===== config.mk =====
export PLATFORM = sky130hd
export DESIGN_NAME = clock_set_and_alarm_controller_core
export DESIGN_NICKNAME = d
export VERILOG_FILES = /design/src/hw/rtl/cas_pkg.sv /design/src/hw/rtl/cas_wrap.sv /design/src/hw/rtl/cas_ctrl.sv /design/src/hw/rtl/clock_set_and_alarm_controller_core.sv
export SDC_FILE = /design/constraint.sdc
export NUM_CORES = 1
export LEC_CHECK = 0
export ABC_CLOCK_PERIOD_IN_PS = 4200
export BUFFER_PORTS_ARGS = -buffer_cell sky130_fd_sc_hd__buf_4
export CAP_MARGIN = 20
export CORE_ASPECT_RATIO = 0.5
export CORE_MARGIN = 2
export CORE_UTILIZATION = 52
export DETAILED_ROUTE_END_ITERATION = 7
export GPL_TIMING_DRIVEN = 0
export PLACE_DENSITY = 0.76
export SLEW_MARGIN = 20
export SYNTH_ARGS = -nofsm -noshare
export SYNTH_HDL_FRONTEND = slang
export SYNTH_SLANG_ARGS = --single-unit

===== constraint.sdc =====
create_clock -name clk_i -period 4.2 [get_ports clk_i]
set_input_delay 0.63 -clock clk_i [delete_from_list [all_inputs] [get_ports clk_i]]
set_output_delay 0.63 -clock clk_i [all_outputs]
set_load 0.02 [all_outputs]

===== src/hw/rtl/cas_pkg.sv =====
`timescale 1ns / 1ps
// ----------------------------------------------------------------------------
// Clock set and alarm controller package
// Shared types, operation and step codes, field limits and the alarm reset time.
// ----------------------------------------------------------------------------
package cas_pkg;

  // Operation codes carried by an input transaction.
  localparam logic [2:0] OP_SET       = 3'd0;
  localparam logic [2:0] OP_ALARM_SET = 3'd1;
  localparam logic [2:0] OP_INC       = 3'd2;
  localparam logic [2:0] OP_DEC       = 3'd3;
  localparam logic [2:0] OP_TICK      = 3'd4;

  // Date/time edit step codes.
  localparam logic [2:0] TS_NORMAL = 3'd0;
  localparam logic [2:0] TS_YEAR   = 3'd1;
  localparam logic [2:0] TS_MONTH  = 3'd2;
  localparam logic [2:0] TS_DAY    = 3'd3;
  localparam logic [2:0] TS_HOUR   = 3'd4;
  localparam logic [2:0] TS_MINUTE = 3'd5;
  localparam logic [2:0] TS_SECOND = 3'd6;

  // Alarm edit step codes.
  localparam logic [1:0] AS_NORMAL = 2'd0;
  localparam logic [1:0] AS_HOUR   = 2'd1;
  localparam logic [1:0] AS_MINUTE = 2'd2;

  // Width of the shared wrap unit; the widest field is the year.
  localparam int unsigned FieldW = 7;

  // Field limits, year kept as an offset from 2000.
  localparam logic [FieldW-1:0] YEAR_MIN   = 7'd0;
  localparam logic [FieldW-1:0] YEAR_MAX   = 7'd99;
  localparam logic [FieldW-1:0] MONTH_MIN  = 7'd1;
  localparam logic [FieldW-1:0] MONTH_MAX  = 7'd12;
  localparam logic [FieldW-1:0] DAY_MIN    = 7'd1;
  localparam logic [FieldW-1:0] DAY_MAX    = 7'd31;
  localparam logic [FieldW-1:0] HOUR_MIN   = 7'd0;
  localparam logic [FieldW-1:0] HOUR_MAX   = 7'd23;
  localparam logic [FieldW-1:0] MINSEC_MIN = 7'd0;
  localparam logic [FieldW-1:0] MINSEC_MAX = 7'd59;

  // Alarm time after reset.
  localparam logic [4:0] WAKE_HOUR_RST   = 5'd6;
  localparam logic [5:0] WAKE_MINUTE_RST = 6'd30;

  typedef struct packed {
    logic [2:0] operation;
    logic [6:0] now_year;
    logic [3:0] now_month;
    logic [4:0] now_day;
    logic [4:0] now_hour;
    logic [5:0] now_minute;
    logic [5:0] now_second;
    logic       alarm_switch;
  } in_item_t;

  typedef struct packed {
    logic [2:0] time_step;
    logic [1:0] alarm_step;
    logic [6:0] edit_year;
    logic [3:0] edit_month;
    logic [4:0] edit_day;
    logic [4:0] edit_hour;
    logic [5:0] edit_minute;
    logic [5:0] edit_second;
    logic [4:0] wake_hour;
    logic [5:0] wake_minute;
    logic       commit_time;
    logic       ring;
  } out_item_t;

endpackage


===== src/hw/rtl/cas_wrap.sv =====
`timescale 1ns / 1ps
// ----------------------------------------------------------------------------
// Field wrap unit
// Steps one field up or down by one and wraps it inside [lo, hi].
// ----------------------------------------------------------------------------
module cas_wrap (
  input  logic [cas_pkg::FieldW-1:0] value_i,
  input  logic [cas_pkg::FieldW-1:0] lo_i,
  input  logic [cas_pkg::FieldW-1:0] hi_i,
  input  logic                       up_i,
  output logic [cas_pkg::FieldW-1:0] value_o
);

  logic [cas_pkg::FieldW:0] inc;

  // One extra bit so that the largest raw value does not roll over to zero.
  assign inc = {1'b0, value_i} + {{cas_pkg::FieldW{1'b0}}, 1'b1};

  always_comb begin
    if (up_i) begin
      value_o = (inc > {1'b0, hi_i}) ? lo_i : inc[cas_pkg::FieldW-1:0];
    end else begin
      value_o = (value_i <= lo_i) ? hi_i : value_i - {{(cas_pkg::FieldW-1){1'b0}}, 1'b1};
    end
  end

endmodule


===== src/hw/rtl/cas_ctrl.sv =====
`timescale 1ns / 1ps
// ----------------------------------------------------------------------------
// Edit controller
// Holds the edit steps, the edit buffer and the alarm time, and works out
// the state and result for one transaction.
// ----------------------------------------------------------------------------
module cas_ctrl (
  input  logic               clk_i,
  input  logic               rst_ni,
  input  logic               en_i,
  input  cas_pkg::in_item_t  item_i,
  output cas_pkg::out_item_t result_o
);

  logic [2:0] time_step_q, time_step_d;
  logic [1:0] alarm_step_q, alarm_step_d;
  logic [6:0] year_q, year_d;
  logic [3:0] month_q, month_d;
  logic [4:0] day_q, day_d;
  logic [4:0] hour_q, hour_d;
  logic [5:0] minute_q, minute_d;
  logic [5:0] second_q, second_d;
  logic [4:0] wake_hour_q, wake_hour_d;
  logic [5:0] wake_minute_q, wake_minute_d;
  logic       commit, ring;

  logic [cas_pkg::FieldW-1:0] adj_val, adj_lo, adj_hi, adj_res;
  logic                       adj_up;

  // Pick the one field that an increment or decrement can touch.
  always_comb begin
    adj_val = '0;
    adj_lo  = '0;
    adj_hi  = '0;
    if (time_step_q != cas_pkg::TS_NORMAL) begin
      case (time_step_q)
        cas_pkg::TS_YEAR: begin
          adj_val = year_q;
          adj_lo  = cas_pkg::YEAR_MIN;
          adj_hi  = cas_pkg::YEAR_MAX;
        end
        cas_pkg::TS_MONTH: begin
          adj_val = {3'b000, month_q};
          adj_lo  = cas_pkg::MONTH_MIN;
          adj_hi  = cas_pkg::MONTH_MAX;
        end
        cas_pkg::TS_DAY: begin
          adj_val = {2'b00, day_q};
          adj_lo  = cas_pkg::DAY_MIN;
          adj_hi  = cas_pkg::DAY_MAX;
        end
        cas_pkg::TS_HOUR: begin
          adj_val = {2'b00, hour_q};
          adj_lo  = cas_pkg::HOUR_MIN;
          adj_hi  = cas_pkg::HOUR_MAX;
        end
        cas_pkg::TS_MINUTE: begin
          adj_val = {1'b0, minute_q};
          adj_lo  = cas_pkg::MINSEC_MIN;
          adj_hi  = cas_pkg::MINSEC_MAX;
        end
        cas_pkg::TS_SECOND: begin
          adj_val = {1'b0, second_q};
          adj_lo  = cas_pkg::MINSEC_MIN;
          adj_hi  = cas_pkg::MINSEC_MAX;
        end
        default: ;
      endcase
    end else if (alarm_step_q == cas_pkg::AS_HOUR) begin
      adj_val = {2'b00, wake_hour_q};
      adj_lo  = cas_pkg::HOUR_MIN;
      adj_hi  = cas_pkg::HOUR_MAX;
    end else begin
      adj_val = {1'b0, wake_minute_q};
      adj_lo  = cas_pkg::MINSEC_MIN;
      adj_hi  = cas_pkg::MINSEC_MAX;
    end
  end

  assign adj_up = (item_i.operation == cas_pkg::OP_INC);

  cas_wrap u_wrap (
    .value_i (adj_val),
    .lo_i    (adj_lo),
    .hi_i    (adj_hi),
    .up_i    (adj_up),
    .value_o (adj_res)
  );

  always_comb begin
    time_step_d   = time_step_q;
    alarm_step_d  = alarm_step_q;
    year_d        = year_q;
    month_d       = month_q;
    day_d         = day_q;
    hour_d        = hour_q;
    minute_d      = minute_q;
    second_d      = second_q;
    wake_hour_d   = wake_hour_q;
    wake_minute_d = wake_minute_q;
    commit        = 1'b0;
    ring          = 1'b0;
    case (item_i.operation)
      cas_pkg::OP_SET: begin
        if (time_step_q == cas_pkg::TS_NORMAL) begin
          year_d      = item_i.now_year;
          month_d     = item_i.now_month;
          day_d       = item_i.now_day;
          hour_d      = item_i.now_hour;
          minute_d    = item_i.now_minute;
          second_d    = item_i.now_second;
          time_step_d = cas_pkg::TS_YEAR;
        end else if (time_step_q >= cas_pkg::TS_SECOND) begin
          commit      = 1'b1;
          time_step_d = cas_pkg::TS_NORMAL;
        end else begin
          time_step_d = time_step_q + 3'd1;
        end
      end
      cas_pkg::OP_ALARM_SET: begin
        if (alarm_step_q >= cas_pkg::AS_MINUTE) begin
          alarm_step_d = cas_pkg::AS_NORMAL;
        end else begin
          alarm_step_d = alarm_step_q + 2'd1;
        end
      end
      cas_pkg::OP_INC, cas_pkg::OP_DEC: begin
        if (time_step_q != cas_pkg::TS_NORMAL) begin
          case (time_step_q)
            cas_pkg::TS_YEAR:   year_d   = adj_res;
            cas_pkg::TS_MONTH:  month_d  = adj_res[3:0];
            cas_pkg::TS_DAY:    day_d    = adj_res[4:0];
            cas_pkg::TS_HOUR:   hour_d   = adj_res[4:0];
            cas_pkg::TS_MINUTE: minute_d = adj_res[5:0];
            cas_pkg::TS_SECOND: second_d = adj_res[5:0];
            default: ;
          endcase
        end else if (alarm_step_q == cas_pkg::AS_HOUR) begin
          wake_hour_d = adj_res[4:0];
        end else if (alarm_step_q == cas_pkg::AS_MINUTE) begin
          wake_minute_d = adj_res[5:0];
        end
      end
      cas_pkg::OP_TICK: begin
        ring = item_i.alarm_switch && (item_i.now_hour == wake_hour_q) &&
               (item_i.now_minute == wake_minute_q) && (item_i.now_second == 6'd0);
      end
      default: ;
    endcase
  end

  always_ff @(posedge clk_i or negedge rst_ni) begin
    if (!rst_ni) begin
      time_step_q   <= cas_pkg::TS_NORMAL;
      alarm_step_q  <= cas_pkg::AS_NORMAL;
      year_q        <= '0;
      month_q       <= '0;
      day_q         <= '0;
      hour_q        <= '0;
      minute_q      <= '0;
      second_q      <= '0;
      wake_hour_q   <= cas_pkg::WAKE_HOUR_RST;
      wake_minute_q <= cas_pkg::WAKE_MINUTE_RST;
    end else if (en_i) begin
      time_step_q   <= time_step_d;
      alarm_step_q  <= alarm_step_d;
      year_q        <= year_d;
      month_q       <= month_d;
      day_q         <= day_d;
      hour_q        <= hour_d;
      minute_q      <= minute_d;
      second_q      <= second_d;
      wake_hour_q   <= wake_hour_d;
      wake_minute_q <= wake_minute_d;
    end
  end

  // The result shows the state after the transaction.
  always_comb begin
    result_o.time_step   = time_step_d;
    result_o.alarm_step  = alarm_step_d;
    result_o.edit_year   = year_d;
    result_o.edit_month  = month_d;
    result_o.edit_day    = day_d;
    result_o.edit_hour   = hour_d;
    result_o.edit_minute = minute_d;
    result_o.edit_second = second_d;
    result_o.wake_hour   = wake_hour_d;
    result_o.wake_minute = wake_minute_d;
    result_o.commit_time = commit;
    result_o.ring        = ring;
  end

  // A commit always returns the date/time sequence to normal display.
  a_commit_ends_edit: assert property (@(posedge clk_i) disable iff (!rst_ni)
    en_i && commit |=> time_step_q == cas_pkg::TS_NORMAL)
    else $error("commit did not end the edit sequence");

  // A commit can only leave the second step.
  a_commit_from_last: assert property (@(posedge clk_i) disable iff (!rst_ni)
    commit |-> time_step_q >= cas_pkg::TS_SECOND)
    else $error("commit raised before the last edit step");

  // The alarm time moves only while the clock is not being edited.
  a_wake_guard: assert property (@(posedge clk_i) disable iff (!rst_ni)
    en_i && time_step_q != cas_pkg::TS_NORMAL |=> $stable(wake_hour_q) && $stable(wake_minute_q))
    else $error("alarm time changed during clock editing");

endmodule


===== src/hw/rtl/clock_set_and_alarm_controller_core.sv =====
`timescale 1ns / 1ps
// ----------------------------------------------------------------------------
// Clock set and alarm controller core
// Steps the date/time and alarm edit sequences on button and tick events
// and raises the commit and ring pulses.
// ----------------------------------------------------------------------------
// Structure: an accepted transaction passes the input register, then the
// result register, which holds it until the consumer takes it.
// Throughput: one transaction per cycle unless the result side stalls;
// one edit-logic pass from the input register updates the controller state.
// Reset: asynchronous and active low; both registers empty, edit steps at
// normal display, edit buffer zero, alarm time 06:30.
// ----------------------------------------------------------------------------
module clock_set_and_alarm_controller_core (
  input  logic               clk_i,
  input  logic               rst_ni,
  // Event channel.
  input  logic               in_valid_i,
  output logic               in_stall_o,
  input  cas_pkg::in_item_t  in_data_i,
  // Result channel.
  output logic               out_valid_o,
  input  logic               out_stall_i,
  output cas_pkg::out_item_t out_data_o
);

  logic               in_valid_q;
  cas_pkg::in_item_t  in_data_q;
  logic               out_valid_q;
  cas_pkg::out_item_t out_data_q;
  cas_pkg::out_item_t result;
  logic               advance;
  logic               in_take;

  // The held event moves into the result register whenever that register
  // is empty or its transaction completes in this cycle. The controller
  // state is committed at the same edge, so the next event sees it.
  assign advance = in_valid_q && (!out_valid_q || !out_stall_i);

  // The input register takes a new event unless it holds one that cannot
  // move on; this lets an event wait here while a result is still pending.
  assign in_stall_o = in_valid_q && !advance;
  assign in_take    = in_valid_i && !in_stall_o;

  always_ff @(posedge clk_i or negedge rst_ni) begin
    if (!rst_ni) begin
      in_valid_q <= 1'b0;
    end else if (in_take || advance) begin
      in_valid_q <= in_take;
    end
  end

  always_ff @(posedge clk_i) begin
    if (in_take) begin
      in_data_q <= in_data_i;
    end
  end

  cas_ctrl u_ctrl (
    .clk_i    (clk_i),
    .rst_ni   (rst_ni),
    .en_i     (advance),
    .item_i   (in_data_q),
    .result_o (result)
  );

  // Result register: holds its transaction until the consumer takes it.
  always_ff @(posedge clk_i or negedge rst_ni) begin
    if (!rst_ni) begin
      out_valid_q <= 1'b0;
    end else if (advance) begin
      out_valid_q <= 1'b1;
    end else if (!out_stall_i) begin
      out_valid_q <= 1'b0;
    end
  end

  always_ff @(posedge clk_i) begin
    if (advance) begin
      out_data_q <= result;
    end
  end

  assign out_valid_o = out_valid_q;
  assign out_data_o  = out_data_q;

  // A committed edit buffer always comes with the step back at normal.
  a_commit_normal: assert property (@(posedge clk_i) disable iff (!rst_ni)
    out_valid_o && out_data_o.commit_time |-> out_data_o.time_step == cas_pkg::TS_NORMAL)
    else $error("commit reported outside normal display");

  // A tick never commits and a button never rings.
  a_pulse_excl: assert property (@(posedge clk_i) disable iff (!rst_ni)
    out_valid_o |-> !(out_data_o.commit_time && out_data_o.ring))
    else $error("commit and ring raised together");

  // The input side stalls only when a full result register is blocked.
  a_stall_cause: assert property (@(posedge clk_i) disable iff (!rst_ni)
    in_stall_o |-> in_valid_q && out_valid_q && out_stall_i)
    else $error("input stalled without a blocked result");

  // Every event that moves on produces a result at the next edge.
  a_advance_result: assert property (@(posedge clk_i) disable iff (!rst_ni)
    advance |=> out_valid_q)
    else $error("event advanced without a result");

endmodule

[Yosys cells after proc, flatten, opt, wreduce, memory -nomap -nowiden]
Index checks and enable logic that the tools add are counted.
Operators by class
  multiply operators: 0
  shift operators: 0
  add/sub/neg operators: 4
  order comparisons: 4
  reduce and logical (&&, ||, !) cells: 20
  div/mod/pow operators: 0
  eq/ne operators: 15
  bitwise gates (word level): 1
  mux-type cells: 50
Operator list (number)
  6-bit two-way mux: 12
  7-bit two-way mux: 8
  5-bit two-way mux: 9
  7-bit case mux with 6 select lines: 1
  7-bit case mux with 5 select lines: 1
  6-bit case mux with 2 select lines: 2
  5-bit case mux with 2 select lines: 2
  7-bit case mux with 2 select lines: 1
  3-bit by 2-bit equality test with 1-bit output, second input constant: 4
  3-bit equality test, second input constant: 4
  4-bit two-way mux: 3
  3-bit two-way mux: 3
  7-bit by 1-bit adder with 8-bit output, second input constant: 1
  8-bit by 7-bit greater-than comparator with 1-bit output: 1
  4-bit case mux with 2 select lines: 1
  2-bit OR reduction: 4
  7-bit <= comparator: 1
  7-bit by 1-bit subtractor with 7-bit output, second input constant: 1
  3-bit by 1-bit equality test with 1-bit output, second input constant: 2
  6-bit equality test: 1
  1-bit logical AND: 6
  3-bit logical NOT: 2
  6-bit logical NOT: 1
  5-bit equality test: 1
  other kinds (13): 22
Storage, ports and cells
  memories: 0
  bits in registers: 139
  ROM bits: 0
  word-level logic and storage cells: 126
  latch bits: 0
  bits in writable memories: 0

[Logic depth before layout (Yosys ltp)]
Gate-level depths: netlist of run 1.
  depth after elaboration: 11
  depth in mapped cells: 22

[Cells and area by module]
A second synthesis of run 1 with hierarchy kept.
Unflattened totals
  cells, all modules: 575
  area total of the unflattened synthesis: 7134.3 um2
By module, submodules not included
  cas_ctrl: area an instance 3592.2 um2, instances 1, cells each 371, seq. area each 1233.7 um2
  clock_set_and_alarm_controller_core: area an instance 2735.1 um2, instances 1, cells each 96, seq. area each 2692.6 um2
  cas_wrap: area an instance 807.0 um2, instances 1, cells each 108, seq. area each 0.0 um2

[Worst setup path after synthesis of run 1]
No wires, ideal clock.
  path type: reg2reg
  start point: register u_ctrl.time_step_q[2]
  end point: register out_data_q, in the netlist out_data_o[2] (data pin)
  data required time: 3.937 ns
  setup time: 0.263 ns
  arrival: 3.795 ns
  cell stages (with the launch flop): 21
  slack: 0.142 ns
  cell sequence: dfrtp_1 buf_6 buf_6 inv_2 buf_6 ha_1 a22o_1 a31oi_1 a32o_2 inv_1 ha_1 o211a_4 xnor2_1 ha_1 a2111oi_0 a21oi_1 a21oi_1 nor3_2 o21bai_4 buf_12 o21ai_2
RTL lines
  start, declared: line cas_ctrl.sv:15  | logic [2:0] time_step_q, time_step_d;
  start signal, assigned: line cas_ctrl.sv:154  | time_step_q <= cas_pkg::TS_NORMAL;
  start signal, assigned: line cas_ctrl.sv:165  | time_step_q <= time_step_d;
  end signal, assigned: line clock_set_and_alarm_controller_core.sv:80  | out_data_q <= result;
  end, declared: line clock_set_and_alarm_controller_core.sv:30  | cas_pkg::out_item_t out_data_q;

==> out/qor.txt, run 1 <==
First-pass GRT wire length = 33500 um
Design area = 9470 um^2
VDD IR-drop max = 0.000554 V
Met2 wire len = 9890 um
CTS Sinks = 139
Tot GR Track Use = 0.313
Max-slew violations = 0
Clock buffer depth = 2
Clk_skew = 17.0 ps
Vias = 6221
Global route total overflow = 0
Antenna violations before repair = 1
Min-delay worst type = in2async
Startpoint Class = flip-flop
Met3 WL = 3080 um
Highest net fanout along the worst path = 10
Die Wd = 170 um
CP Data Arrival Time = 4510 ps
Critical Path End Type = flip-flop
Vias in the first global route = 5774
Synth warnings = 0
Dpl cell area = 8100 um^2
GPL Wtd Cong = 0.985
Slew @ Worst Pin = 1050 ps
Die H = 86.8 um
Dpl ws = -794 ps
Synthesized area = 7130 um^2
Core area = 13500 um^2
Clock transition at path regs = 70 ps
ANT cells = 0
Leakage power = 0.00379 uW
Post-Syn Instances = 616
Synth Net Count = 672
Flops & latches, synth = 139
Hold Worst Slack = 225 ps
PwrDens = 986 nW/um^2
Final period util = 1.00
Routed vias/inst = 6.43
Primary FF master, synth = edfxtp_1
Setup ws final = -6.46 ps
Reg area = 3930 um^2
Synth async-reset ratio = 0.367
IO Port Bufs = 93
Failing checks = negative setup slack
Hold Vio Cnt, Final = 0
First DRT Iteration DRCs = 845
M1 wire length = 9530 um
Die area = 14700 um^2
Clock tree from TritonCTS = done
Crit path time final = 4210 ps
DRC Markers = 0
Run status = finished with violations
Num CTS Buffers = 17
Number of flops mapped to enable cells by yosys = 88
Slew HR = 0.295
Wire per inst = 23.9 um
Hold Buf Count CTS = 0
Largest net degree at the start of global routing = 52
Drt pass-1 iters = 6
Layout Nets = 834
Post-DP HPWL = 15400 um
DP Cell Count = 887
Starting density of the core = 0.529
Root buffer cell = clkbuf_16
Netlist cell types = 70
Required time worst endpoint = 4500 ps
Final std cells w/o fill = 967
Io pins = 94
Area grow syn2layout = 32.9%
Setup violators final = 1
Critical path class = reg2reg
Rows = 30
RSZ-0062 raised after global routing = true
Syn Area/Cell = 11.6 um^2
Max-cap violations = 0
Register area share after synthesis = 0.551
Layout cell share with drive strength beyond 1 = 0.382
Final WL = 23100 um
Fmax = 0.238 GHz
Area of the multi-input gates = 3260 um^2
Htree depth = 4
DRT antenna net count = 0
Layout fillers = 959
Uppermost routed layer = met5
Clk_lat worst skew = 440 ps
cells in the final DEF, fill, tap and decap left out, drive strengths merged, types with 3 or more instances in the layout:
master and n:
buf 156, nand2 94, edfxtp 88, o21ai 77
dfrtp 45, clkbuf 38, a22oi 35, nor2 30
a32oi 17, inv 15, ha 15, mux2 14
xnor2 14, nand3 12, a21oi 12, nand4 9
a22o 8, nand2b 7, a21o 7, mux2i 6
dfstp 6, nor3 6, a32o 6, a31oi 6
clkinv 6, nor4 5, and2 5, a222oi 4
nor2b 4, o31ai 4, o21a 3, and3 3
bufinv 3, a211oi 3, xor2 3, a21boi 3
state kept, by name, indices dropped and copies added, names as in the netlist, 2 cells and up:
name	cells
u_ctrl.time_step_q	3
out_data_o	51
u_ctrl.day_q	5
u_ctrl.minute_q	6
u_ctrl.wake_minute_q	6
in_data_q	37
u_ctrl.hour_q	5
u_ctrl.year_q	7
u_ctrl.wake_hour_q	5
u_ctrl.month_q	4
u_ctrl.alarm_step_q	2
u_ctrl.second_q	6
metrics by stage:
step	total power, uW	utilization	setup TNS (ps)
finish	9330	0.703	-6.46
global route	9650	0.703	-1780
CTS	8230	0.668	0
detailed placement	6030	0.601	-51090
global placement	5970	0.597	-50150
floorplan	4720	-	0
critical path: stages (launching register included):
cell	delay [ps]
dfrtp_2	460
inv_2	110
ha_2	270
clkbuf_4	240
a31oi_2	130
a32o_2	340
buf_6	140
buf_4	170
a211oi_4	210
xnor2_2	120
ha_1	250
a2111oi_4	420
a21oi_4	140
a211oi_4	380
buf_4	180
a32o_2	290
mux2_4	210
final timing paths:
| kind | slack, ps | end | start | cells after the start |
|---|---|---|---|---|
| max | -6 | out_data_o[12] | u_ctrl.time_step_q[0] | 16 |
| min | 220 | in_valid_q | rst_ni | 1 |
| max reg2reg | -6 | out_data_o[12] | u_ctrl.time_step_q[0] | 16 |
| min reg2reg | 510 | out_valid_o | in_valid_q | 1 |
| max in group asynchronous | 3410 | u_ctrl.time_step_q[1] | rst_ni | 1 |
| min in group clk_i | 370 | in_data_q[36] | in_data_i[36] | 1 |
layout make-up:
cell class | instances | share of cell area
well taps | 176 | 0.0233
flip-flops and latches | 139 | 0.415
multi-input cells | 432 | 0.344
plain buffers | 33 | 0.0239
inverters | 13 | 0.00661
repair buffers | 142 | 0.124
clock inverters | 13 | 0.0173
clock buffers | 19 | 0.0457
kinds of logic (layout without fill, tap and decap cells):
logic type,after synthesis,count (layout),share of synthesized area
buf+inv,46,220,0.0349
fa+ha+maj,15,15,0.0263
mux,20,20,0.0306
xor+xnor,17,17,0.0209
flops,139,139,0.551
simple gates,178,178,0.116
compound gates,201,202,0.221
what timing repair did:
| action | CTS | global route |
|---|---|---|
| setup buffers | 18 | 28 |
| gates resized for setup | 31 | 43 |
| endpoints found under the setup margin | 88 | 85 |
| pin swaps | 11 | 31 |
| gates cloned | 1 | 2 |
metal layers:
| layer | track usage | up-vias |
|---|---|---|
| met5 | 0 | - |
| met4 | 0.0862 | 2 |
| met3 | 0.107 | 65 |
| met2 | 0.445 | 464 |
| met1 | 0.457 | 3009 |
| li1 | - | 2681 |
where the power goes:
| group | internal, uW | total (uW) | switching (uW) | leakage, uW |
|---|---|---|---|---|
| clock | 939 | 1550 | 611 | 0.000290 |
| combinational | 2400 | 5620 | 3210 | 0.00200 |
| sequential | 1870 | 2170 | 296 | 0.00150 |
| total | 5210 | 9330 | 4120 | 0.00379 |
synthesized netlist by cell type, types with 8 or more instances:
| cell | count | area, um^2 |
|---|---|---|
| a22oi_2 | 18 | 225 |
| a32oi_1 | 17 | 149 |
| xnor2_1 | 14 | 123 |
| a22o_1 | 8 | 70.1 |
| o21ai_0 | 31 | 155 |
| nand3_1 | 12 | 60.1 |
| o21ai_1 | 26 | 130 |
| a22oi_1 | 16 | 120 |
| nand4_1 | 9 | 56.3 |
| dfrtp_1 | 45 | 1130 |
| nand2_1 | 94 | 353 |
| edfxtp_1 | 88 | 2640 |
| o21ai_2 | 20 | 175 |
| inv_1 | 9 | 33.8 |
| ha_1 | 15 | 188 |
| a21oi_1 | 12 | 60.1 |
| clkbuf_1 | 19 | 71.3 |
| mux2_2 | 13 | 146 |
| nor2_1 | 30 | 113 |
Power figures use the tool's default switching activity.
==> run 2: changes to the inputs <==
--- a/config.mk
+++ b/config.mk
@@ -12,7 +12,6 @@
 export CORE_MARGIN = 2
 export CORE_UTILIZATION = 52
 export DETAILED_ROUTE_END_ITERATION = 7
-export GPL_TIMING_DRIVEN = 0
 export PLACE_DENSITY = 0.76
 export SLEW_MARGIN = 20
 export SYNTH_ARGS = -nofsm -noshare
==> out/qor.txt, run 2 (synthesis gave the netlist of run 1 again) <==
Clock buffer depth = 2 (unchanged)
Wire per inst = 22.4 um (was 23.9 um)
Vias in the first global route = 5658 (was 5774)
Antenna violations before repair = 0 (was 1)
PwrDens = 931 nW/um^2 (was 986 nW/um^2)
Hold Vio Cnt, Final = 0 (unchanged)
ANT cells = 0 (unchanged)
Min-delay worst type = in2async (unchanged)
Max reg flops = 51 (unchanged)
Layout Nets = 803 (was 834)
Critical path's slowest cell = nor2b_2 (was dfrtp_2)
Slew HR = 0.299 (was 0.295)
Crit path time final = 4050 ps (was 4210 ps)
Clk_lat worst skew = 420 ps (was 440 ps)
Final WL = 20900 um (was 23100 um)
Final std cells w/o fill = 936 (was 967)
DP Cell Count = 903 (was 887)
Required time worst endpoint = 4520 ps (was 4500 ps)
CP Data Arrival Time = 4370 ps (was 4510 ps)
IO Port Bufs = 93 (unchanged)
Num CTS Buffers = 17 (unchanged)
Run status = complete, no violations (was finished with violations)
Starting density of the core = 0.529 (unchanged)
Clock transition at path regs = 60 ps (was 70 ps)
Global route total overflow = 0 (unchanged)
Critical path class = reg2reg (unchanged)
Top delay family on crit path = compound AO/OA/AOI/OAI gates (unchanged)
Most numerous cell on the critical path = ha_1
Crit-path max cell delay = 450 ps (was 460 ps)
Startpoint Class = flip-flop (unchanged)
Crit path depth = 15 (was 16)
Htree depth = 4 (unchanged)
Tot GR Track Use = 0.295 (was 0.313)
Die Wd = 170 um (unchanged)
Crit-path cells = nor2b_2 > mux2i_1 > a32o_1 > inv_2 > ha_1 > o211a_4 > xnor2_1 > ha_1 > a2111oi_4 > a21oi_4 > a211oi_2 > buf_4 > a22oi_2 > buf_12 > o31ai_1 (was inv_2 > ha_2 > clkbuf_4 > a31oi_2 > a32o_2 > buf_6 > buf_4 > a211oi_4 > xnor2_2 > ha_1 > a2111oi_4 > a21oi_4 > a211oi_4 > buf_4 > a32o_2 > mux2_4)
Slew @ Worst Pin = 1050 ps (about the same)
Layout cell share with drive strength beyond 1 = 0.342 (was 0.382)
R2R cell count = 15 (was 16)
Post-DP HPWL = 14800 um (was 15400 um)
DRT antenna net count = 0 (unchanged)
Routed vias/inst = 6.28 (was 6.43)
Io pins = 94 (unchanged)
Drt pass-1 iters = 6 (unchanged)
Die H = 86.8 um (unchanged)
Clock tree from TritonCTS = done (unchanged)
CTS Sinks = 139 (unchanged)
Rows = 30 (unchanged)
Max-slew violations = 0 (unchanged)
Setup ws final = 152 ps (was -6.46 ps)
Highest net fanout along the worst path = 16 (was 10)
Most frequent cells in the layout = 137 x buf_4, 94 x nand2_1, 88 x edfxtp_1 (was 135 x buf_4, 94 x nand2_1, 88 x edfxtp_1)
Root buffer cell = clkbuf_16 (unchanged)
Crit path buffers/inverters = 3 (was 5)
Leakage power = 0.00367 uW (was 0.00379 uW)
Final period util = 0.964 (was 1.00)
Core area = 13500 um^2 (unchanged)
DRC Markers = 0 (unchanged)
VDD IR-drop max = 0.000619 V (was 0.000554 V)
Clk_skew = 15.6 ps (was 17.0 ps)
First DRT Iteration DRCs = 786 (was 845)
Vias = 5874 (was 6221)
GPL Wtd Cong = 1.01 (was 0.985)
Max-cap violations = 0 (unchanged)
Fmax = 0.247 GHz (was 0.238 GHz)
First-pass GRT wire length = 32400 um (was 33500 um)
Die area = 14700 um^2 (unchanged)
Setup violators final = 0 (was 1)
Final Power = 8400 uW (was 9330 uW)
Hold Buf Count CTS = 0 (unchanged)
Most common cell after layout, fill and taps aside = buf_4 (unchanged)
Critical Path End Type = flip-flop (unchanged)
Area grow syn2layout = 26.6% (was 32.9%)
Dpl ws = -11.2 ps (was -794 ps)
Largest net degree at the start of global routing = 52 (unchanged)
[run 2: cell count changes in the layout (fill, tap and decap cells not counted), moves of 3 or more]
| cell | delta |
|---|---|
| buf_8 | -4 |
| ha_1 | +9 |
| buf_12 | +4 |
| buf_6 | -6 |
| clkbuf_1 | -16 |
| inv_1 | +3 |
| buf_2 | -3 |
| ha_2 | -3 |
| ha_4 | -6 |
[run 2: final cells by class]
class,instances,area (um^2)
inverters,13,48.8
repair buffers,145,1190
clock buffers,19,433
multi-input cells,431,3010
flip-flops and latches,139,3930
fillers,1004,4460
well taps,176,220
clock inverters,13,190
[run 2: path summary, 6_finish.rpt]
path / start / slack (ps) / to
max reg2reg: u_ctrl.alarm_step_q[0] / 150 / u_ctrl.month_q[2]
max: u_ctrl.alarm_step_q[0] / 150 / u_ctrl.month_q[2]
min: rst_ni / 240 / out_valid_o
max in group asynchronous: rst_ni / 3400 / u_ctrl.time_step_q[1]
min reg2reg: in_valid_q / 480 / out_valid_o
min in group clk_i: in_data_i[11] / 380 / in_data_q[11]
[run 2: repair_timing]
item,CTS,global route
resized for setup,3,8
setup buffers,0,1
pin swaps,0,4
endpoints found under the setup margin,15,84
endpoints found under the hold margin,0,0
[run 2: routing by layer]
| layer | GRT usage | vias up | routed length, um |
|---|---|---|---|
| met3 | 0.0708 | 23 | 2350 |
| met2 | 0.427 | 354 | 8970 |
| met4 | 0.0754 | 0 | 212 |
| li1 | - | 2614 | - |
| met5 | 0 | - | 0 |
| met1 | 0.447 | 2883 | 9390 |
[run 2: report_power, final]
part           internal [uW]  total (uW)  switching (uW)
combinational           1930        4620            2690
clock                   1000        1600             603
sequential              1870        2170             302
total                   4810        8400            3590
[run 2: metrics by stage]
step                      instance area, um^2  hold WS, ps  TNS, ps   util
after CTS                                8970          269        0  0.665
after detailed placement                 8340          469    -11.2  0.619
after global routing                     9020          295    -17.4  0.669
final                                    9020          244        0  0.669
after floorplan                          7130          334        0      -
after global placement                   8340          472        0  0.619
